File: src/design/aeg_pkg.sv
package aeg_pkg;

   // sequencer states, one-hot
   typedef enum logic [4:0] {
      S_IDLE   = 5'b00001,
      S_SETUP  = 5'b00010,
      S_LAUNCH = 5'b00100,
      S_DIVIDE = 5'b01000,
      S_FINISH = 5'b10000
   } seq_state_type;

   // register map
   localparam int CSR_INDEX_WIDTH = 3;
   localparam logic [CSR_INDEX_WIDTH-1:0] REG_ATTACK  = 3'd0;
   localparam logic [CSR_INDEX_WIDTH-1:0] REG_DECAY   = 3'd1;
   localparam logic [CSR_INDEX_WIDTH-1:0] REG_RELEASE = 3'd2;
   localparam logic [CSR_INDEX_WIDTH-1:0] REG_SUSTAIN = 3'd3;
   localparam logic [CSR_INDEX_WIDTH-1:0] REG_PEAK    = 3'd4;

   // register reset values
   localparam int RESET_ATTACK  = 441;
   localparam int RESET_DECAY   = 4410;
   localparam int RESET_RELEASE = 4410;
   localparam int RESET_SUSTAIN = 58982;
   localparam int RESET_PEAK    = 64881;

   // envelope phase codes
   localparam int PHASE_WIDTH = 2;
   localparam logic [PHASE_WIDTH-1:0] PHASE_ATTACK  = 2'd0;
   localparam logic [PHASE_WIDTH-1:0] PHASE_DECAY   = 2'd1;
   localparam logic [PHASE_WIDTH-1:0] PHASE_SUSTAIN = 2'd2;
   localparam logic [PHASE_WIDTH-1:0] PHASE_RELEASE = 2'd3;

endpackage

File: src/design/aeg_if.sv
// request channel: one sample tick
interface aeg_req_if #(
   parameter int TIME_WIDTH = 32
) ();
   logic                  valid;
   logic                  ready;
   logic [TIME_WIDTH-1:0] sample_time;
   logic                  note_on;

   modport source (output valid, output sample_time, output note_on, input ready);
   modport sink   (input valid, input sample_time, input note_on, output ready);
endinterface

// response channel: one envelope value
interface aeg_rsp_if #(
   parameter int LEVEL_WIDTH = 16
) ();
   import aeg_pkg::*;
   logic                   valid;
   logic                   ready;
   logic [LEVEL_WIDTH-1:0] level;
   logic                   active;
   logic [PHASE_WIDTH-1:0] phase;

   modport source (output valid, output level, output active, output phase, input ready);
   modport sink   (input valid, input level, input active, input phase, output ready);
endinterface

// register write channel
interface aeg_csr_if #(
   parameter int DATA_WIDTH = 20
) ();
   import aeg_pkg::*;
   logic                       valid;
   logic                       ready;
   logic [CSR_INDEX_WIDTH-1:0] index;
   logic [DATA_WIDTH-1:0]      data;

   modport source (output valid, output index, output data, input ready);
   modport sink   (input valid, input index, input data, output ready);
endinterface

File: src/design/aeg_csr.sv
module aeg_csr #(
   parameter int LEVEL_WIDTH    = 16,
   parameter int DURATION_WIDTH = 20
) (
   input  logic                      clock,
   input  logic                      reset,
   aeg_csr_if.sink                   csr_bus,
   output logic [DURATION_WIDTH-1:0] attack_len,
   output logic [DURATION_WIDTH-1:0] decay_len,
   output logic [DURATION_WIDTH-1:0] release_len,
   output logic [LEVEL_WIDTH-1:0]    sustain_lvl,
   output logic [LEVEL_WIDTH-1:0]    peak_lvl
);
   import aeg_pkg::*;

   logic [DURATION_WIDTH-1:0] attack_ff, attack_in;
   logic [DURATION_WIDTH-1:0] decay_ff, decay_in;
   logic [DURATION_WIDTH-1:0] rel_ff, rel_in;
   logic [LEVEL_WIDTH-1:0]    sustain_ff, sustain_in;
   logic [LEVEL_WIDTH-1:0]    peak_ff, peak_in;

   // the write side is always ready, so every write is taken
   assign csr_bus.ready = 1'b1;

   // register write decode, unknown indexes are dropped
   always_comb begin
      attack_in  = attack_ff;
      decay_in   = decay_ff;
      rel_in     = rel_ff;
      sustain_in = sustain_ff;
      peak_in    = peak_ff;
      if (csr_bus.valid) begin
         unique case (csr_bus.index)
            REG_ATTACK:  attack_in  = csr_bus.data[DURATION_WIDTH-1:0];
            REG_DECAY:   decay_in   = csr_bus.data[DURATION_WIDTH-1:0];
            REG_RELEASE: rel_in     = csr_bus.data[DURATION_WIDTH-1:0];
            REG_SUSTAIN: sustain_in = csr_bus.data[LEVEL_WIDTH-1:0];
            REG_PEAK:    peak_in    = csr_bus.data[LEVEL_WIDTH-1:0];
            default: begin
            end
         endcase
      end
   end

   always_ff @(posedge clock) begin
      if (reset) begin
         attack_ff  <= DURATION_WIDTH'(RESET_ATTACK);
         decay_ff   <= DURATION_WIDTH'(RESET_DECAY);
         rel_ff     <= DURATION_WIDTH'(RESET_RELEASE);
         sustain_ff <= LEVEL_WIDTH'(RESET_SUSTAIN);
         peak_ff    <= LEVEL_WIDTH'(RESET_PEAK);
      end else begin
         attack_ff  <= attack_in;
         decay_ff   <= decay_in;
         rel_ff     <= rel_in;
         sustain_ff <= sustain_in;
         peak_ff    <= peak_in;
      end
   end

   assign attack_len  = attack_ff;
   assign decay_len   = decay_ff;
   assign release_len = rel_ff;
   assign sustain_lvl = sustain_ff;
   assign peak_lvl    = peak_ff;

endmodule

File: src/design/aeg_div.sv
// scaled ramp unit: quotient = factor * scale / divisor, with factor <= divisor,
// so the quotient fits the scale width; one multiply then one quotient bit a clock
module aeg_div #(
   parameter int LEVEL_WIDTH    = 16,
   parameter int DURATION_WIDTH = 20
) (
   input  logic                      clock,
   input  logic                      reset,
   input  logic                      start,
   input  logic [DURATION_WIDTH-1:0] factor,
   input  logic [LEVEL_WIDTH-1:0]    scale,
   input  logic [DURATION_WIDTH-1:0] divisor,
   output logic                      done,
   output logic [LEVEL_WIDTH-1:0]    quotient
);
   localparam int WORK_WIDTH  = DURATION_WIDTH + LEVEL_WIDTH;
   localparam int COUNT_WIDTH = $clog2(LEVEL_WIDTH + 1);

   logic [WORK_WIDTH-1:0]     work_ff, work_in;
   logic [COUNT_WIDTH-1:0]    count_ff, count_in;
   logic                      busy_ff, busy_in;
   logic [DURATION_WIDTH:0]   trial;
   logic [DURATION_WIDTH:0]   diff;
   logic                      fits;

   // restoring step: partial remainder with the next dividend bit
   assign trial = {work_ff[WORK_WIDTH-1:LEVEL_WIDTH], work_ff[LEVEL_WIDTH-1]};
   assign diff  = trial - {1'b0, divisor};
   assign fits  = trial >= {1'b0, divisor};
   assign done  = busy_ff && (count_ff == COUNT_WIDTH'(1));

   always_comb begin
      work_in  = work_ff;
      count_in = count_ff;
      busy_in  = busy_ff;
      if (start) begin
         // product registered before the first step
         work_in  = WORK_WIDTH'(factor) * WORK_WIDTH'(scale);
         count_in = COUNT_WIDTH'(LEVEL_WIDTH);
         busy_in  = 1'b1;
      end else if (busy_ff) begin
         work_in  = {fits ? diff[DURATION_WIDTH-1:0] : trial[DURATION_WIDTH-1:0],
                     work_ff[LEVEL_WIDTH-2:0], fits};
         count_in = count_ff - COUNT_WIDTH'(1);
         busy_in  = !done;
      end
   end

   always_ff @(posedge clock) begin
      if (reset) begin
         count_ff <= '0;
         busy_ff  <= 1'b0;
      end else begin
         count_ff <= count_in;
         busy_ff  <= busy_in;
      end
   end

   // datapath, no reset
   always_ff @(posedge clock) begin
      work_ff <= work_in;
   end

   assign quotient = work_ff[LEVEL_WIDTH-1:0];

endmodule

File: src/design/adsr_envelope_generator.sv
// channel  | direction | fields                                | handshake
// req_bus  | in        | sample_time, note_on                  | valid / ready
// rsp_bus  | out       | level, active, phase                  | valid / ready
// csr_bus  | in        | index, data (attack, decay, release,  | valid / ready
//          |           | sustain, peak)                        |
//
// A tick with a computed ramp passes from acceptance through setup, launch,
// divide and finish before the next acceptance: the serial divider yields
// one quotient bit per clock. Flat-level and ramp-end ticks skip the divider.
// Reset is synchronous: registers return to their defaults, the note is idle.
// A result waits in the output register; the sequencer stalls in its last state
// until that register is free, and the request side is ready only when idle.
module adsr_envelope_generator #(
   parameter int TIME_WIDTH     = 32,
   parameter int LEVEL_WIDTH    = 16,
   parameter int DURATION_WIDTH = 20
) (
   input  logic      clock,
   input  logic      reset,
   aeg_req_if.sink   req_bus,
   aeg_rsp_if.source rsp_bus,
   aeg_csr_if.sink   csr_bus
);
   import aeg_pkg::*;

   localparam int CMP_WIDTH = (TIME_WIDTH > DURATION_WIDTH + 1) ? TIME_WIDTH
                                                                 : DURATION_WIDTH + 1;

   // configuration
   logic [DURATION_WIDTH-1:0] attack_len, decay_len, release_len;
   logic [LEVEL_WIDTH-1:0]    sustain_lvl, peak_lvl;

   // sequencer and captured request
   seq_state_type             state_ff, state_in;
   logic [TIME_WIDTH-1:0]     time_ff, time_in;
   logic                      note_on_ff, note_on_in;

   // note tracking
   logic [TIME_WIDTH-1:0]     note_start_ff, note_start_in;
   logic [TIME_WIDTH-1:0]     note_end_ff, note_end_in;
   logic                      start_latched_ff, start_latched_in;
   logic                      end_latched_ff, end_latched_in;
   logic                      idle_ff, idle_in;

   // operation for the ramp unit
   logic [DURATION_WIDTH-1:0] factor_ff, factor_in;
   logic [LEVEL_WIDTH-1:0]    scale_ff, scale_in;
   logic [DURATION_WIDTH-1:0] divisor_ff, divisor_in;
   logic [LEVEL_WIDTH-1:0]    base_ff, base_in;
   logic                      sub_ff, sub_in;
   logic                      direct_ff, direct_in;
   logic [PHASE_WIDTH-1:0]    phase_ff, phase_in;

   // output register
   logic                      rsp_valid_ff, rsp_valid_in;
   logic [LEVEL_WIDTH-1:0]    rsp_level_ff, rsp_level_in;
   logic                      rsp_active_ff, rsp_active_in;
   logic [PHASE_WIDTH-1:0]    rsp_phase_ff, rsp_phase_in;

   // setup decode
   logic [TIME_WIDTH-1:0]     start_eff, end_eff;
   logic [TIME_WIDTH-1:0]     held_time, rel_time;
   logic [CMP_WIDTH-1:0]      held_cmp, rel_cmp, attack_cmp, decay_end_cmp, release_cmp;
   logic [DURATION_WIDTH-1:0] decay_step;
   logic                      rising;
   logic [LEVEL_WIDTH-1:0]    span;

   // ramp unit handshake
   logic                      div_start, div_done;
   logic [LEVEL_WIDTH-1:0]    quotient;
   logic [LEVEL_WIDTH-1:0]    level_calc;
   logic                      accept, out_free;

   aeg_csr #(
      .LEVEL_WIDTH    (LEVEL_WIDTH),
      .DURATION_WIDTH (DURATION_WIDTH)
   ) u_csr (
      .clock       (clock),
      .reset       (reset),
      .csr_bus     (csr_bus),
      .attack_len  (attack_len),
      .decay_len   (decay_len),
      .release_len (release_len),
      .sustain_lvl (sustain_lvl),
      .peak_lvl    (peak_lvl)
   );

   aeg_div #(
      .LEVEL_WIDTH    (LEVEL_WIDTH),
      .DURATION_WIDTH (DURATION_WIDTH)
   ) u_div (
      .clock    (clock),
      .reset    (reset),
      .start    (div_start),
      .factor   (factor_ff),
      .scale    (scale_ff),
      .divisor  (divisor_ff),
      .done     (div_done),
      .quotient (quotient)
   );

   assign req_bus.ready = (state_ff == S_IDLE);
   assign accept        = req_bus.valid && (state_ff == S_IDLE);
   assign out_free      = !rsp_valid_ff || rsp_bus.ready;
   assign div_start     = (state_ff == S_LAUNCH);

   // elapsed time since note start or note end
   assign start_eff     = start_latched_ff ? note_start_ff : time_ff;
   assign end_eff       = end_latched_ff ? note_end_ff : time_ff;
   assign held_time     = time_ff - start_eff;
   assign rel_time      = time_ff - end_eff;
   assign held_cmp      = CMP_WIDTH'(held_time);
   assign rel_cmp       = CMP_WIDTH'(rel_time);
   assign attack_cmp    = CMP_WIDTH'(attack_len);
   assign decay_end_cmp = CMP_WIDTH'(attack_len) + CMP_WIDTH'(decay_len);
   assign release_cmp   = CMP_WIDTH'(release_len);
   assign decay_step    = DURATION_WIDTH'(held_cmp - attack_cmp);
   assign rising        = sustain_lvl > peak_lvl;
   assign span          = rising ? sustain_lvl - peak_lvl : peak_lvl - sustain_lvl;

   // final level from the ramp quotient
   assign level_calc = direct_ff ? base_ff : (sub_ff ? base_ff - quotient : base_ff + quotient);

   // sequencer
   always_comb begin
      state_in = state_ff;
      unique case (state_ff)
         S_IDLE:   if (accept) state_in = S_SETUP;
         S_SETUP:  state_in = direct_in ? S_FINISH : S_LAUNCH;
         S_LAUNCH: state_in = S_DIVIDE;
         S_DIVIDE: if (div_done) state_in = S_FINISH;
         S_FINISH: if (out_free) state_in = S_IDLE;
         default:  state_in = S_IDLE;
      endcase
   end

   // capture the request
   always_comb begin
      time_in    = time_ff;
      note_on_in = note_on_ff;
      if (accept) begin
         time_in    = req_bus.sample_time;
         note_on_in = req_bus.note_on;
      end
   end

   // note tracking and ramp selection, taken in the setup cycle
   always_comb begin
      note_start_in    = note_start_ff;
      note_end_in      = note_end_ff;
      start_latched_in = start_latched_ff;
      end_latched_in   = end_latched_ff;
      idle_in          = idle_ff;
      factor_in        = factor_ff;
      scale_in         = scale_ff;
      divisor_in       = divisor_ff;
      base_in          = base_ff;
      sub_in           = sub_ff;
      direct_in        = direct_ff;
      phase_in         = phase_ff;
      if (state_ff == S_SETUP) begin
         factor_in  = held_cmp[DURATION_WIDTH-1:0];
         scale_in   = peak_lvl;
         divisor_in = attack_len;
         base_in    = '0;
         sub_in     = 1'b0;
         direct_in  = 1'b0;
         if (note_on_ff) begin
            note_start_in    = start_eff;
            start_latched_in = 1'b1;
            note_end_in      = '0;
            end_latched_in   = 1'b0;
            idle_in          = 1'b0;
            if (held_cmp <= attack_cmp) begin
               phase_in = PHASE_ATTACK;
               // zero-length attack sits at the peak
               if (attack_len == '0) begin
                  direct_in = 1'b1;
                  base_in   = peak_lvl;
               end
            end else if (held_cmp <= decay_end_cmp) begin
               phase_in   = PHASE_DECAY;
               factor_in  = decay_step;
               scale_in   = span;
               divisor_in = decay_len;
               base_in    = peak_lvl;
               sub_in     = !rising;
            end else begin
               phase_in  = PHASE_SUSTAIN;
               direct_in = 1'b1;
               base_in   = sustain_lvl;
            end
         end else begin
            note_end_in      = end_eff;
            end_latched_in   = 1'b1;
            note_start_in    = '0;
            start_latched_in = 1'b0;
            phase_in         = PHASE_RELEASE;
            if (rel_cmp < release_cmp) begin
               factor_in  = rel_cmp[DURATION_WIDTH-1:0];
               scale_in   = sustain_lvl;
               divisor_in = release_len;
               base_in    = sustain_lvl;
               sub_in     = 1'b1;
            end else begin
               direct_in = 1'b1;
            end
            // envelope goes quiet only strictly past the release end, and only with a nonzero sustain
            if ((sustain_lvl != '0) && (rel_cmp > release_cmp)) begin
               idle_in = 1'b1;
            end
         end
      end
   end

   // output register
   always_comb begin
      rsp_valid_in  = rsp_valid_ff && !rsp_bus.ready;
      rsp_level_in  = rsp_level_ff;
      rsp_active_in = rsp_active_ff;
      rsp_phase_in  = rsp_phase_ff;
      if ((state_ff == S_FINISH) && out_free) begin
         rsp_valid_in  = 1'b1;
         rsp_level_in  = level_calc;
         rsp_active_in = !idle_ff;
         rsp_phase_in  = phase_ff;
      end
   end

   always_ff @(posedge clock) begin
      if (reset) begin
         state_ff         <= S_IDLE;
         note_start_ff    <= '0;
         note_end_ff      <= '0;
         start_latched_ff <= 1'b0;
         end_latched_ff   <= 1'b0;
         idle_ff          <= 1'b1;
         rsp_valid_ff     <= 1'b0;
      end else begin
         state_ff         <= state_in;
         note_start_ff    <= note_start_in;
         note_end_ff      <= note_end_in;
         start_latched_ff <= start_latched_in;
         end_latched_ff   <= end_latched_in;
         idle_ff          <= idle_in;
         rsp_valid_ff     <= rsp_valid_in;
      end
   end

   // payload, no reset
   always_ff @(posedge clock) begin
      time_ff       <= time_in;
      note_on_ff    <= note_on_in;
      factor_ff     <= factor_in;
      scale_ff      <= scale_in;
      divisor_ff    <= divisor_in;
      base_ff       <= base_in;
      sub_ff        <= sub_in;
      direct_ff     <= direct_in;
      phase_ff      <= phase_in;
      rsp_level_ff  <= rsp_level_in;
      rsp_active_ff <= rsp_active_in;
      rsp_phase_ff  <= rsp_phase_in;
   end

   assign rsp_bus.valid  = rsp_valid_ff;
   assign rsp_bus.level  = rsp_level_ff;
   assign rsp_bus.active = rsp_active_ff;
   assign rsp_bus.phase  = rsp_phase_ff;

endmodule

File: src/flat_wrapper.sv
// flat-port wrapper written by rule: the top's interface ports become plain ports
module adsr_envelope_generator_flat import aeg_pkg::*;
#(
   parameter int TIME_WIDTH     = 32,
   parameter int LEVEL_WIDTH    = 16,
   parameter int DURATION_WIDTH = 20
)
  (clock, reset, req_bus_valid, req_bus_sample_time, req_bus_note_on, req_bus_ready, rsp_bus_valid, rsp_bus_level, rsp_bus_active, rsp_bus_phase, rsp_bus_ready, csr_bus_valid, csr_bus_index, csr_bus_data, csr_bus_ready);
  aeg_req_if #(.TIME_WIDTH(TIME_WIDTH)) req_bus_i ();
  aeg_rsp_if #(.LEVEL_WIDTH(LEVEL_WIDTH)) rsp_bus_i ();
  aeg_csr_if #(.DATA_WIDTH(20)) csr_bus_i ();
  input  logic clock;
  input  logic reset;
  input wire logic [$bits(req_bus_i.valid)-1:0] req_bus_valid;
  input wire logic [$bits(req_bus_i.sample_time)-1:0] req_bus_sample_time;
  input wire logic [$bits(req_bus_i.note_on)-1:0] req_bus_note_on;
  output wire logic [$bits(req_bus_i.ready)-1:0] req_bus_ready;
  output wire logic [$bits(rsp_bus_i.valid)-1:0] rsp_bus_valid;
  output wire logic [$bits(rsp_bus_i.level)-1:0] rsp_bus_level;
  output wire logic [$bits(rsp_bus_i.active)-1:0] rsp_bus_active;
  output wire logic [$bits(rsp_bus_i.phase)-1:0] rsp_bus_phase;
  input wire logic [$bits(rsp_bus_i.ready)-1:0] rsp_bus_ready;
  input wire logic [$bits(csr_bus_i.valid)-1:0] csr_bus_valid;
  input wire logic [$bits(csr_bus_i.index)-1:0] csr_bus_index;
  input wire logic [$bits(csr_bus_i.data)-1:0] csr_bus_data;
  output wire logic [$bits(csr_bus_i.ready)-1:0] csr_bus_ready;
  assign req_bus_i.valid = req_bus_valid;
  assign req_bus_i.sample_time = req_bus_sample_time;
  assign req_bus_i.note_on = req_bus_note_on;
  assign req_bus_ready = req_bus_i.ready;
  assign rsp_bus_valid = rsp_bus_i.valid;
  assign rsp_bus_level = rsp_bus_i.level;
  assign rsp_bus_active = rsp_bus_i.active;
  assign rsp_bus_phase = rsp_bus_i.phase;
  assign rsp_bus_i.ready = rsp_bus_ready;
  assign csr_bus_i.valid = csr_bus_valid;
  assign csr_bus_i.index = csr_bus_index;
  assign csr_bus_i.data = csr_bus_data;
  assign csr_bus_ready = csr_bus_i.ready;
  adsr_envelope_generator #(.TIME_WIDTH(TIME_WIDTH), .LEVEL_WIDTH(LEVEL_WIDTH), .DURATION_WIDTH(DURATION_WIDTH)) u_core (.clock(clock), .reset(reset), .req_bus(req_bus_i), .rsp_bus(rsp_bus_i), .csr_bus(csr_bus_i));
endmodule
File: config.mk
export PLATFORM = sky130hd
export DESIGN_NAME = adsr_envelope_generator_flat
export DESIGN_NICKNAME = d
export VERILOG_FILES = /design/src/design/aeg_pkg.sv /design/src/design/aeg_if.sv /design/src/design/aeg_csr.sv /design/src/design/aeg_div.sv /design/src/design/adsr_envelope_generator.sv /design/src/flat_wrapper.sv
export SDC_FILE = /design/constraint.sdc
export NUM_CORES = 2
export LEC_CHECK = 0
export BUFFER_PORTS_ARGS = -buffer_cell sky130_fd_sc_hd__buf_2
export CAP_MARGIN = 20
export CORE_AREA = 4 4 400 205
export DETAILED_ROUTE_END_ITERATION = 7
export DIE_AREA = 0 0 404 209
export PLACE_DENSITY = 0.65
export SYNTH_ARGS = -nofsm -noshare
export SYNTH_HDL_FRONTEND = slang
export SYNTH_HIERARCHICAL = 1
export SYNTH_SLANG_ARGS = --single-unit
File: constraint.sdc
create_clock -name clock -period 16.2 [get_ports clock]
set_clock_uncertainty 0.1 [all_clocks]
set_input_delay 3.24 -clock clock [delete_from_list [all_inputs] [get_ports clock]]
set_output_delay 3.24 -clock clock [all_outputs]
set_load 0.05 [all_outputs]
==> After elaboration in Yosys (flattened, before gate mapping) <==
Cells that the tools add are included.
{ "op_classes": {"addsub": 10, "multipliers": 1, "n_div": 0, "order_cmp": 6, "eq_ne": 13, "shift": 0, "mux": 53, "n_bitwise": 0, "reduce_logical": 24} }
{ "op_table": {"columns": ["cell", "n"], "rows": [
  ["$mux 16", 12],
  ["$mux 20", 9],
  ["$mux 32", 4],
  ["$mux 36", 2],
  ["$sub 32x32->32", 2],
  ["$sub 16x16->16", 3],
  ["$sub 20x20->20", 2],
  ["$mul 20x16->36", 1],
  ["$gt 32x20->1", 1],
  ["$le 32x20->1", 1],
  ["$le 32x21->1", 1],
  ["$lt 32x20->1", 1],
  ["$mux 5", 6],
  ["$pmux 5 s5", 1],
  ["$add 20x20->21", 1],
  ["$ge 21x20->1", 1],
  ["$logic_not 20->1", 1],
  ["$mux 1", 17],
  ["$add 16x16->16", 1],
  ["$gt 16x16->1", 1],
  ["$reduce_bool 16->1", 1],
  ["$reduce_and 2->1", 6],
  ["$eq 5x1->1 const B", 2],
  ["$eq 3x2->1 const B", 2],
  ["other kinds (17)", 28]
]} }
{ "totals": {"reg_bits": 335, "latch_bits": 0, "ramBits": 0, "rom_bits": 0, "out_inout_bits": 22, "mem_count": 0} }

==> Depth between registers and ports, before layout <==
{ "logic_depth": {"depth_word": 9, "depth_mapped": 29, "depth_no_buf": 25} }

==> Modules after synthesis <==
The synthesis kept the hierarchy.
{ "by_module_without_submodules": {"columns": ["mod", "instances", "cells_per_inst", "area_each_um2", "seq_area_each_um2"], "rows": [
  ["adsr_envelope_generator", 1, 2067, 17646.9, 5295.1],
  ["aeg_div", 1, 1532, 13739.4, 1201.2],
  ["aeg_csr", 1, 345, 3629.7, 1841.8]
]} }

==> Worst setup path after synthesis <==
OpenSTA, ideal clock, no wires.
{ "synth_timing": {"path_type": "reg-to-reg", "from": "register u_core.factor_ff[7]", "to": "register u_core.u_div.work_ff[29] (data pin)", "arrival_ns": 5.787, "required_time_ns": 15.845, "slack_ns": 10.058, "path_stages_with_launch": 24, "synth_period_minus_slack_ns": 6.142, "cell_sequence": "edfxtp_1 -> clkbuf_1 -> nand2_1 -> fa_1 -> inv_1 -> fa_1 -> inv_1 -> fa_1 -> inv_1 -> fa_1 -> fa_1 -> inv_1 -> fa_1 -> inv_1 -> ha_1 -> and4_4 -> and2_1 -> buf_2 -> a221o_1 -> a21oi_1 -> o21ai_1 -> a21oi_2 -> o2111ai_1 -> and3b_1"} }
{ "synth_via": {"elab_chain_len": 2} }
{ "synth_rtl": {"columns": ["item", "line", "source"], "rows": [
  ["start, declared", "adsr_envelope_generator.sv:46", "logic [DURATION_WIDTH-1:0] factor_ff, factor_in;"],
  ["start signal, assigned", "adsr_envelope_generator.sv:254", "factor_ff <= factor_in;"],
  ["$mul 20x16->36", "aeg_div.sv:38", "work_in = WORK_WIDTH'(factor) * WORK_WIDTH'(scale);"],
  ["$mux 36", "aeg_div.sv:36", "if (start) begin"],
  ["named net u_core.u_div.work_in[29]", "aeg_div.sv:19", "logic [WORK_WIDTH-1:0] work_ff, work_in;"],
  ["end signal, assigned", "aeg_div.sv:61", "work_ff <= work_in;"],
  ["end, declared", "aeg_div.sv:19", null]
]} }
The timed path passes the listed nets, and every way through them passes these cells.
A chain may end at the register's enable or synchronous reset.

==> Final worst setup path <==
{ "layout_timing": {"from": "register u_core.start_latched_ff", "to": "register u_core.scale_ff[13] (data pin)"} }
{ "layout_via": {"elab_chain_len": 6, "elab_cells_between_ends": 7} }
{ "layout_rtl": {"columns": ["item", "line", "source"], "rows": [
  ["start, declared", "adsr_envelope_generator.sv:41", "logic start_latched_ff, start_latched_in;"],
  ["start signal, assigned", "adsr_envelope_generator.sv:243", "start_latched_ff <= start_latched_in;"],
  ["$mux 32 *", "adsr_envelope_generator.sv:108", "assign start_eff = start_latched_ff ? note_start_ff : time_ff;"],
  ["$sub 32x32->32 *", "adsr_envelope_generator.sv:110", "assign held_time = time_ff - start_eff;"],
  ["$le 32x21->1", "adsr_envelope_generator.sv:181", "end else if (held_cmp <= decay_end_cmp) begin"],
  ["$mux 16", "adsr_envelope_generator.sv:181", null],
  ["$mux 16 *", "adsr_envelope_generator.sv:174", "if (held_cmp <= attack_cmp) begin"],
  ["$mux 16 *", "adsr_envelope_generator.sv:168", "if (note_on_ff) begin"],
  ["end signal, assigned", "adsr_envelope_generator.sv:255", "scale_ff <= scale_in;"],
  ["end, declared", "adsr_envelope_generator.sv:47", "logic [LEVEL_WIDTH-1:0] scale_ff, scale_in;"]
]} }
Mark *: on every way between the ends. The rest lies on a longest branch, timed or not.

==> flow_metrics.env <==
export IMPL_worstReg2RegEnd="u_core/scale_ff[13]"
export IMPL_numPortBuffers=81
export IMPL_grt_busiest_layer="met1"
export IMPL_final_net_count=4522
export IMPL_die_x_um=404
export IMPL_synth_compound_area_share_pct=15.1
export IMPL_critPathMaxFanout=69
export IMPL_path_clk_slew_ns=0.08
export IMPL_clkSinkCount=335
export IMPL_htreeDepth=1
export IMPL_p_clk_share_pct=19.9
export IMPL_cts_hold_buf=0
export IMPL_core_mm2=0.0786
export IMPL_vias=29100
export IMPL_cp_required_ns=16.55
export IMPL_initial_utilization_pct=44.6
export IMPL_grtUsageMet3_pct=6.46
export IMPL_drive_gt1_share_pct=6.09
export IMPL_antenna_found_initial=1
export IMPL_cp_start_kind="flop"
export IMPL_power_switching_mw=1.77
export IMPL_hold_class="reg -> reg"
export IMPL_outcome="finished, final reports clean"
export IMPL_grt_max_degree=98
export IMPL_finalSetupViolations=0
export IMPL_avgViaCountPerCell=5.87
export IMPL_maxCapViolations=0
export IMPL_ctsResizeCount=0
export IMPL_yosys_area_top_type_share_pct=14.8
export IMPL_synth_xor_area_share_pct=4.05
export IMPL_critPathCaptureType="flop"
export IMPL_cts_setup_buffers=0
export IMPL_layout_worst_path_cycle_share_pct=45.6
export IMPL_synthDistinctLibCells=98
export IMPL_yosys_warnings=6
export IMPL_seq_area_mm2=0.00834
export IMPL_worstHoldStart="u_core/phase_ff[0]"
export IMPL_grt_pass1_wl_mm=171
export IMPL_hold_depth=0
export IMPL_final_hold_viol_count=0
export IMPL_grt_overflow_total=0
export IMPL_cts_max_path_buffers=3
export IMPL_drc=0
export IMPL_max_slew_margin_rel_pct=24.4
export IMPL_cts_made_buffers=31
export IMPL_leakagePower_nw=16.4
export IMPL_diodes=0
export IMPL_drt_iter0_drc=3316
export IMPL_swShare_pct=45.2
export IMPL_r2r_cells=23
export IMPL_reg2reg_from="u_core/start_latched_ff"
export IMPL_synth_area_leaders="fa_1 15%, edfxtp_1 14%, ha_1 11%, dfxtp_1 9.8%, mux2i_1 5.4%"
export IMPL_layout_commonest_cell="inv_1"
export IMPL_cts_root_buffer="clkbuf_16"
export IMPL_cp_data_arrival_time_ns=7.74
export IMPL_crit_type="reg -> reg"
export IMPL_place_area_mm2=0.0360
export IMPL_wl_per_cell_um=22.4
export IMPL_p_comb_share_pct=55.6
export IMPL_synth_main_ff_cell="dfxtp_1"
export IMPL_fp_dieH_um=209
export IMPL_netlist_area_mm2=0.0350
export IMPL_io_pins=83
export IMPL_met2_usage_pct=32.6
export IMPL_met1_usage_pct=43.6
export IMPL_synth_simple_area_share_pct=17.4
export IMPL_finalSetupTns_ns=0
export IMPL_synth_top_cell_by_area="fa_1"
export IMPL_p_int_mw=2.14
export IMPL_multiInputGateArea_mm2=0.0241
export IMPL_async_reset_ff_share_pct=0
export IMPL_power_density_mw_per_mm2=105
export IMPL_grt_pass1_vias=27400
export IMPL_yosysSeqAreaShare_pct=23.8
export IMPL_finalInstanceArea_mm2=0.0371
export IMPL_dp_hpwl_mm=86.8
export IMPL_syn_avg_cell_area_um2=8.88
export IMPL_postLayoutCoreUtil_pct=47.2
export IMPL_cts_tree="yes"
export IMPL_synth_edf_count=163
export IMPL_totalWireLength_mm=111
export IMPL_syn_nets=4583
export IMPL_clk_latency_ns=0.64
export IMPL_hold_end="u_core/rsp_bus.phase[0]"
export IMPL_timing_fmax_mhz=135
export IMPL_row_count=73
export IMPL_fill_cells=7591
export IMPL_sequentialPowerShare_pct=24.5
export IMPL_dr_pass1_iters=6
export IMPL_routabilityCongestion=1.01
export IMPL_dieArea_mm2=0.0844
export IMPL_synth_top_family_by_area="adder cells"
export IMPL_synth_cells=3944
export IMPL_grtUsageTotal_pct=25.9
export IMPL_tightest_slew_ns=1.12
export IMPL_synthToLayoutAreaGrowth_pct=5.94
export IMPL_synth_fa_ha_area_share_pct=26.2
export IMPL_grt_setup_unrepaired="no"
export IMPL_slew_viol_final=0
export IMPL_final_antenna_net_count=0
export IMPL_muxShareOfSynthArea_pct=6.08
export IMPL_r2r_slack_ns=8.81
export IMPL_period_needed_ns=7.39
export IMPL_ir_drop_mv=0.0961
export IMPL_layout_common_cells="440 x inv_1, 324 x nand2_1, 320 x ha_1"
export IMPL_ys_seq_elements=335
-- routing by layer --
layer	vias to the layer above	part of all wire, %
li1	13400	-
met1	14200	51
met2	1365	36
met3	88	11
met4	2	1.4
met5	-	0.012
-- worst max path at each step --
stage / from / end / slack, ns / depth (start not counted)
global placement: u_core/end_latched_ff / u_core/scale_ff[6] / 9.06 / 23
global route: u_core/start_latched_ff / u_core/scale_ff[0] / 8.34 / 23
floorplan: u_core/factor_ff[7] / u_core/u_div/work_ff[29] / 10.06 / 23
detailed placement: u_core/start_latched_ff / u_core/factor_ff[19] / 8.99 / 23
CTS: u_core/start_latched_ff / u_core/factor_ff[19] / 8.96 / 23
finish: u_core/start_latched_ff / u_core/scale_ff[13] / 8.81 / 23
-- cells in the mapped netlist, drive strengths merged, types with 103 or more instances --
library cell	instances
a21oi	265
clkbuf	137
nand2	326
ha	320
o21ai	156
nor2	254
dfxtp	172
inv	439
edfxtp	163
fa	258
and2	162
nor3	103
xnor2	103
mux2i	188
-- flip-flops by register name, summed over array words and instances, names as in the netlist, 16 cells and up --
name	flops
u_core/base_ff	16
u_core/divisor_ff	20
u_core/factor_ff	20
u_core/note_end_ff	32
u_core/note_start_ff	32
u_core/rsp_bus.level	16
u_core/scale_ff	16
u_core/time_ff	32
u_core/u_csr/attack_len	20
u_core/u_csr/decay_len	20
u_core/u_csr/peak_lvl	16
u_core/u_csr/release_len	20
u_core/u_csr/sustain_lvl	16
u_core/u_div/work_ff	36
-- cell type report --
| class | instances | share of cell area, % |
|---|---|---|
| inverter | 441 | 4.47 |
| clock buffer | 40 | 2.27 |
| clock inverter | 17 | 0.506 |
| multi-input combinational | 2967 | 65.0 |
| timing repair buffer | 107 | 1.69 |
| sequential | 335 | 22.5 |
| tap | 1050 | 3.54 |
-- kinds of logic after synthesis --
kind of cell | after synthesis
simple gates | 1212
compound gates | 804
buf+inv | 642
fa+ha+maj | 578
flops | 335
mux | 210
xor+xnor | 162
other cells | 1
-- power groups by stage --
stage	clock, mW	combinational (mW)	sequential, mW
after global routing	0.834	2.37	0.959
after detailed placement	0	2.07	0.984
after floorplan	0	1.49	0.950
after CTS	0.797	2.09	0.965
after global placement	0	2.07	0.984
final	0.780	2.17	0.957
-- critical path, cell delays in order, from the launching register on --
cell	delay (ns)
dfxtp_2	0.55
buf_4	0.45
o21ai_0	0.21
ha_1	0.26
fa_1	0.42
nand2b_1	0.19
a21oi_1	0.19
o41a_1	0.24
a211o_1	0.24
o21ai_0	0.23
o21bai_1	0.30
a21oi_1	0.11
xnor2_1	0.54
ha_1	0.41
a21o_1	0.20
a21oi_1	0.19
a32o_1	0.15
a21oi_1	0.08
a21oi_1	0.25
nor2_1	0.08
nand4_1	0.09
buf_4	0.60
nand2_2	0.63
o21ai_0	0.41
-- per-stage QoR --
stage | total power [mW] | setup WS (ns) | instances | hold WS (ns)
2_1_floorplan | 2.44 | 10.06 | 3944 | 0.300
3_3_place_gp | 3.06 | 9.06 | 4899 | 0.310
3_5_place_dp | 3.06 | 8.99 | 4899 | 0.317
4_1_cts | 3.85 | 8.96 | 4956 | 0.325
5_1_grt | 4.16 | 8.34 | 4957 | 0.330
6_report | 3.91 | 8.81 | 4957 | 0.326
No activity file was read; power rests on OpenSTA's default activity.
